File: config.mk
export PLATFORM = sky130hd
export DESIGN_NAME = sfmt_seed_gen
export DESIGN_NICKNAME = d
export VERILOG_FILES = /design/src/rtl/sfmt_pkg.sv /design/src/rtl/sfmt_seed_gen.sv
export SDC_FILE = /design/constraint.sdc
export NUM_CORES = 1
export LEC_CHECK = 0
export BUFFER_PORTS_ARGS = -buffer_cell sky130_fd_sc_hd__buf_2
export CAP_MARGIN = 20
export CORE_MARGIN = 2
export CORE_UTILIZATION = 40
export CTS_BUF_LIST = sky130_fd_sc_hd__clkbuf_8
export DETAILED_ROUTE_END_ITERATION = 8
export HOLD_SLACK_MARGIN = 0.05
export RECOVER_POWER = 100
export SLEW_MARGIN = 10
export SYNTH_ARGS = -nofsm -noshare
export SYNTH_HDL_FRONTEND = slang
export SYNTH_SLANG_ARGS = --single-unit
File: constraint.sdc
create_clock -name clk_i -period 16.2 [get_ports clk_i]
set_input_delay 3.24 -clock clk_i [delete_from_list [all_inputs] [get_ports clk_i]]
set_output_delay 3.24 -clock clk_i [all_outputs]
set_load 0.01 [all_outputs]
File: src/rtl/sfmt_pkg.sv
// ----------------------------------------------------------------------------
// sfmt_pkg
// shared types, constants and the recursion step of the sfmt19937 generator
// ----------------------------------------------------------------------------
package sfmt_pkg;

  localparam int unsigned LaneW      = 32;
  localparam int unsigned WordW      = 128;
  localparam int unsigned PickOffset = 122;
  localparam int unsigned LaneShl    = 18;
  localparam int unsigned LaneShr    = 11;

  localparam logic [LaneW-1:0] SeedMult  = 32'd1812433253;
  localparam logic [LaneW-1:0] LungValue = 32'h6d736d6d;
  localparam logic [WordW-1:0] LaneMask  =
    {32'hbffffff6, 32'hbffaffff, 32'hddfecb7f, 32'hdfffffef};

  typedef struct packed {
    logic              operation;
    logic [LaneW-1:0]  seed_value;
  } in_item_t;

  typedef struct packed {
    logic [LaneW-1:0]  random_word;
    logic              not_seeded;
  } out_item_t;

  // word write request from the seeding unit
  typedef struct packed {
    logic              wr;
    logic              last;
    logic [WordW-1:0]  word;
  } seed_wr_t;

  // one recursion step on 128-bit words
  function automatic logic [WordW-1:0] sfmt_recur(
    input logic [WordW-1:0] a,
    input logic [WordW-1:0] b,
    input logic [WordW-1:0] c,
    input logic [WordW-1:0] d
  );
    logic [WordW-1:0] lane_part;
    lane_part = '0;
    for (int k = 0; k < 4; k++) begin
      lane_part[k*LaneW +: LaneW] =
        ((b[k*LaneW +: LaneW] >> LaneShr) & LaneMask[k*LaneW +: LaneW]) ^
        (d[k*LaneW +: LaneW] << LaneShl);
    end
    return a ^ (a << 8) ^ (c >> 8) ^ lane_part;
  endfunction

endpackage

File: src/rtl/sfmt_seed_gen.sv
// ----------------------------------------------------------------------------
// sfmt_seed_gen
// serial seed expansion, one 32-bit lane at a time, packed into words
// ----------------------------------------------------------------------------
module sfmt_seed_gen import sfmt_pkg::*; #(
  parameter int unsigned STATE_WORDS = 156
) (
  input  logic             clk_i,
  input  logic             rst_ni,
  input  logic             start_i,
  input  logic [LaneW-1:0] seed_i,
  output seed_wr_t         seed_wr_o
);

  localparam int unsigned Lanes = STATE_WORDS * 4;
  localparam int unsigned LaneIdxW = $clog2(Lanes);

  logic                busy_q;
  logic                mul_phase_q;
  logic [LaneIdxW-1:0] lane_q;
  logic [LaneW-1:0]    x_q;
  logic [LaneW-1:0]    mul_q;
  logic [3*LaneW-1:0]  buf_q;
  logic                emit;
  logic                last_lane;

  assign last_lane = (lane_q == LaneIdxW'(Lanes - 1));
  assign emit      = busy_q && !mul_phase_q && (lane_q[1:0] == 2'd3);

  always_comb begin
    seed_wr_o.wr   = emit;
    seed_wr_o.last = emit && last_lane;
    // word 0 gets the fixed top lane, the chain keeps the true value
    if (lane_q[LaneIdxW-1:2] == '0) begin
      seed_wr_o.word = {LungValue, buf_q};
    end else begin
      seed_wr_o.word = {x_q, buf_q};
    end
  end

  always_ff @(posedge clk_i or negedge rst_ni) begin
    if (!rst_ni) begin
      busy_q      <= 1'b0;
      mul_phase_q <= 1'b0;
      lane_q      <= '0;
    end else if (start_i) begin
      busy_q      <= 1'b1;
      mul_phase_q <= 1'b0;
      lane_q      <= '0;
    end else if (busy_q) begin
      if (mul_phase_q) begin
        mul_phase_q <= 1'b0;
        lane_q      <= lane_q + 1'b1;
      end else if (last_lane) begin
        busy_q <= 1'b0;
      end else begin
        mul_phase_q <= 1'b1;
      end
    end
  end

  always_ff @(posedge clk_i) begin
    if (start_i) begin
      x_q <= seed_i;
    end else if (busy_q) begin
      if (mul_phase_q) begin
        x_q <= mul_q + LaneW'(lane_q + 1'b1);
      end else begin
        mul_q <= SeedMult * (x_q ^ (x_q >> 30));
        if (lane_q[1:0] != 2'd3) begin
          buf_q[{lane_q[1:0], 5'd0} +: LaneW] <= x_q;
        end
      end
    end
  end

endmodule

# Word level (Yosys, flattened, before mapping)
# Index checks and enable logic that the tools add are counted.
# Widths: inputs -> output; s select.
dict set report word_totals {
  output_inout_bits 130
  inputBits 35
  word_cells 44
  register_bits 172
}
dict set report op_classes {
  addsub 4
  muxes 15
  multipliers 1
  n_eq_ne 3
  n_shift 2
  reduce_logical 10
  bitwise_logic 3
}
# op count
set ops {}
lappend ops {{$mux 128} 1}
lappend ops {{$bwmux 96} 1}
lappend ops {{$mux 32} 3}
lappend ops {{$shift 32x9->96 const A} 1}
lappend ops {{$shiftx 32x9->96} 1}
lappend ops {{$add 32x11->32} 1}
lappend ops {{$mul 31x32->32 const A} 1}
lappend ops {{$xor 32x2->32} 1}
lappend ops {{$mux 10} 3}
lappend ops {{$add 10x1->11 const B} 1}
lappend ops {{$add 10x1->10 const B} 1}
lappend ops {{$eq 10x10->1 const B} 1}
lappend ops {{$neg 7->9} 1}
lappend ops {{$logic_not 8->1} 1}
lappend ops {{$mux 1} 7}
lappend ops {{$reduce_and 4->1} 1}
lappend ops {{$reduce_bool 2->1} 2}
lappend ops {{$logic_and 1x1->1} 3}
lappend ops {{$reduce_and 3->1} 1}
lappend ops {{$eq 2x2->1 const B} 1}
lappend ops {{$ne 2x2->1 const B} 1}
lappend ops {{$not 1->1} 2}
lappend ops {{$reduce_and 2->1} 1}
lappend ops {{$logic_not 1->1} 1}

# Logic depth before layout (Yosys ltp)
dict set report logic_depth {
  word_depth 5
  mapped_depth 24
  ltp_nobuf 24
}

# Worst setup path after synthesis
# Ideal clock, no wire load.
dict set report synth_path {
  path_kind {flip-flop to flip-flop}
  start {reg x_q[30]}
  end {reg mul_q[30] (data pin)}
  setup_slack_ps 9583
  setup_time_ps 258
  required_time_ps 15942
  synth_period_minus_slack_ps 6617
  n_path_buf 0
  t_arrival_ps 6359
  stages_incl_launch_ff 25
  cell_sequence {edfxtp_1 -> xor2_1 -> xor2_1 -> ha_1 -> or2_2 -> ha_1 -> inv_1 -> fa_1 -> inv_1 -> ha_1 -> ha_1 -> fa_1 -> fa_1 -> inv_1 -> fa_1 -> inv_1 -> ha_1 -> a21o_1 -> a21o_1 -> a21oi_2 -> o221ai_2 -> a2111oi_2 -> o21bai_1 -> a21oi_1 -> xnor2_1}
}
dict set report synth_via {
  elab_chain_cells 2
}
# item line_no
set synth_lines {}
lappend synth_lines {{start: declaration} sfmt_seed_gen.sv:21} ;# logic [LaneW-1:0] x_q;
lappend synth_lines {{start signal: assignment} sfmt_seed_gen.sv:64} ;# x_q <= seed_i;
lappend synth_lines {{start signal: assignment} sfmt_seed_gen.sv:67} ;# x_q <= mul_q + LaneW'(lane_q + 1'b1);
lappend synth_lines {{$xor 32x2->32} sfmt_seed_gen.sv:69} ;# mul_q <= SeedMult * (x_q ^ (x_q >> 30));
lappend synth_lines {{$mul 31x32->32} sfmt_seed_gen.sv:69}
lappend synth_lines {{end signal: assignment} sfmt_seed_gen.sv:69}
lappend synth_lines {{end: declaration} sfmt_seed_gen.sv:22} ;# logic [LaneW-1:0] mul_q;
# No other way between the ends.
# A chain may end at the register's enable or synchronous reset.

# Final worst setup path
dict set report layout_path {
  start {in start_i}
  end {reg lane_q[6]}
}
dict set report layout_via {
  elab_chain_cells 2
  word_cells_on_any_way 4
  cone_classes {1 x mux; 3 x reduce/logical}
}
# item line_no
set layout_lines {}
lappend layout_lines {{start: declaration} sfmt_seed_gen.sv:10} ;# input logic start_i,
lappend layout_lines {{$reduce_bool 2->1 (no source line)} n/a}
lappend layout_lines {{$reduce_and 2->1 (no source line)} n/a}
lappend layout_lines {{end signal: assignment} sfmt_seed_gen.sv:53} ;# lane_q <= lane_q + 1'b1;
lappend layout_lines {{end: declaration} sfmt_seed_gen.sv:20} ;# logic [LaneIdxW-1:0] lane_q;
# Parallel ways exist; a longest one is shown, timed or not.

==> reports/metrics.yaml <==
run_status:
  status: "finished, violations left"
  violations: "max-capacitance violations, max-slew violations"
floorplan:
  dieHeight_um: 199
  initial_utilization_pct: 40.4
  row_count: 71
  design.core.area_sq_um: 37500
  die_area_sq_um: 39400
  ioPinCount: 165
  fp.dieW_um: 199
place:
  gp_congestion: 0.885
  place_hpwl_mm: 30.4
  io_buffers: 164
drt:
  dr.pass1.iters: 4
  ant_nets: 0
  wire_per_inst_um: 19.4
  drt_iter0_drc: 486
  vias: 9949
  via_per_inst: 4.85
  drc: 0
  finalWirelength_mm: 39.8
global_routing:
  grt_pass1_vias: 10500
  grt_max_degree: 77
  busiest_layer: "met2"
  use_met2_pct: 33.8
  grt_pass1_wl_mm: 61.0
  use_met3_pct: 4.00
  grt_usage_pct: 21.0
  overflow: 0
  antenna_found_initial: 1
  use_met1_pct: 28.6
clock_network:
  cts.sinks: 172
  cts_tree: "yes"
  cts_hold_repair.buffers: 0
  post_cts_resized: 0
  root_buffer: "clkbuf_8"
  clk_path_buf_depth: 2
  clk_latency_ns: 0.48
  postCtsSetupBuffers: 0
  htree_levels: 4
  path_clk_slew_ns: 0.09
  cts_buffers: 17
worst_setup_path:
  worst_ep_arrival_time_ns: 8.16
  worst_setup_path_end_kind: "register"
  rrSetupSlack_ns: 8.30
  cp_max_fo: 76
  max_stage_delay_ns: 2.09
  worstPathCellList: "buf_2, clkbuf_1, nand2b_1, clkbuf_1, nand2_1, nor2_1, nand2_1, xor2_1, nor2_1"
  critPathKind: "in2reg"
  cp_slowest_cell: "clkbuf_1"
  path_buf_inv: 3
  r2r_start: "x_q[0]$_DFFE_PP_"
  r2r_cells: 25
  crit_path_start_kind: "primary input"
  reg2reg_to: "mul_q[30]$_DFFE_PP_"
  crit_required_ns: 16.45
  cp_top_family: "buffers and inverters"
yosys:
  synth_area_sq_um: 15100
  yosysTopAreaCell: "edfxtp_1"
  yosysSeqAreaShare_pct: 33.7
  ys.flop_type: "edfxtp_1"
  ys_async_sr_fraction_pct: 6.98
  muxShareOfSynthArea_pct: 0.223
  synth_top_family_by_area: "adder cells"
  synthXorXnorAreaFrac_pct: 5.15
  synth.yosys.warnings: 0
  syn-num-nets: 1743
  synth_cell_types: 55
  synth_area_per_cell_sq_um: 11.3
  postSynthCellCount: 1337
  synth_edf_count: 160
  yosys-top-cells-area: "edfxtp_1, fa_1, ha_1"
  synth-seq-cells: 172
  synth_top_area_share_pct: 31.7
  synthSimpleGateAreaFrac_pct: 10.2
  synth-compound-area-share_pct: 5.69
  synth-adder-area-share_pct: 37.9
final_layout:
  final_cell_mix: "inv_1, ha_1, edfxtp_1"
  fin_nets: 1933
  drive_gt1_share_pct: 7.66
  area_growth_pct: 11.6
  antenna_cells: 0
  n_fill_cell: 3664
  layout_commonest_cell: "inv_1"
sta:
  setup_violations: 0
  fin_tns_setup_ns: 0
  fmax_mhz: 127
  holdWs_ns: 0.600
  rsz0062_at_grt: "false"
  period_needed_ns: 7.90
  final_hold_viol_count: 0
  relSlewSlack_pct: -98.1
  drv_slew: 245
  fin_skew_ns: 0.0157
  worstMarginPinSlew_ns: 2.97
  finalCritPeriodShare_pct: 48.8
flow_run:
  maxCapViolCount: 6
min_path:
  hold_depth: 2
  holdPathEnd: "busy_q$_DFF_PN0_"
  hp-start: "mul_phase_q$_DFFE_PN0N_"
  hp-class: "reg2reg"
## routing by layer
metal	part of all wire (%)	routed length, um
met1	46	18200
met2	46	18400
met3	5.1	2040
met4	3.1	1220
met5	0.030	12
## sequential cells by signal, indices dropped and copies added (netlist names)
name / flops
mul_q: 32
x_q: 32
buf_q: 96
lane_q: 10
mul_phase_q: 1
busy_q: 1
## synth_stat cells (7+ instances only)
master and count:
inv_1 266, ha_1 224, edfxtp_1 160, fa_1 147, and2_1 102, nand2_1 53, xnor2_1 50, xor2_1 39
nor2_1 35, o21ai_0 30, a21oi_1 23, or2_2 23, clkbuf_1 19, o21ai_1 18, nor2b_1 17, nand3_1 15
a21o_1 12, dfrtp_1 12, and3_1 9, nand2b_1 8, o211ai_1 8, nor3_1 7, o21a_1 7
## cell type report
| class | count | area [sq um] | share of cell area, % |
|---|---|---|---|
| clock buffer | 17 | 234 | 1.38 |
| tap | 511 | 639 | 3.78 |
| clock inverter | 15 | 158 | 0.933 |
| inverter | 266 | 998 | 5.91 |
| multi-input combinational | 878 | 8940 | 52.9 |
| sequential | 172 | 5100 | 30.2 |
| timing repair buffer | 192 | 825 | 4.88 |
## kinds of logic (layout without fill, tap and decap cells)
kind of cell / count (synthesis) / count (layout)
and+or+nand+nor: 284 / 284
DFF: 172 / 172
AOI/OAI and AO/OA: 131 / 131
adders and majority gates: 371 / 371
buffers and inverters: 287 / 490
xor gates and xnor gates: 89 / 89
muxes: 3 / 3
## metrics by stage
stage / instance area [sq um] / cells / utilization, % / worst slack, ns
after CTS: 17100 / 2049 / 45.7 / 9.21
after global placement: 16700 / 2017 / 44.7 / 9.40
final: 16900 / 2051 / 45.1 / 8.30
after global routing: 16900 / 2051 / 45.1 / 7.71
after floorplan: 15100 / 1337 / - / 9.58
after detailed placement: 16700 / 2017 / 44.7 / 9.20
## worst reg2reg max path: stages, from the launching register on
cell	delay, ns
edfxtp_1	0.48
xor2_1	0.18
clkbuf_1	0.63
xor2_1	0.43
ha_1	0.31
or2_2	0.29
ha_1	0.27
inv_1	0.05
fa_1	0.47
inv_1	0.04
ha_1	0.18
fa_1	0.48
fa_1	0.52
fa_1	0.55
inv_1	0.06
fa_1	0.55
inv_1	0.05
ha_1	0.35
and3_1	0.20
nand2_1	0.09
or2_0	0.15
o221ai_1	0.27
a2111oi_0	0.68
o21bai_1	0.15
a21oi_1	0.19
xnor2_1	0.07
## how the worst max path moves through the flow
stage / start / to / depth (start not counted)
after global placement: x_q[30]$_DFFE_PP_ / mul_q[31]$_DFFE_PP_ / 25
after global routing: start_i / lane_q[6]$_DFFE_PN0P_ / 9
final: start_i / lane_q[6]$_DFFE_PN0P_ / 9
after CTS: x_q[0]$_DFFE_PP_ / mul_q[31]$_DFFE_PP_ / 25
after detailed placement: x_q[0]$_DFFE_PP_ / mul_q[31]$_DFFE_PP_ / 25
after floorplan: x_q[30]$_DFFE_PP_ / mul_q[30]$_DFFE_PP_ / 24
Power is not shown: default switching activity piles up to over one toggle a cycle in this logic, so the estimate is an artifact.
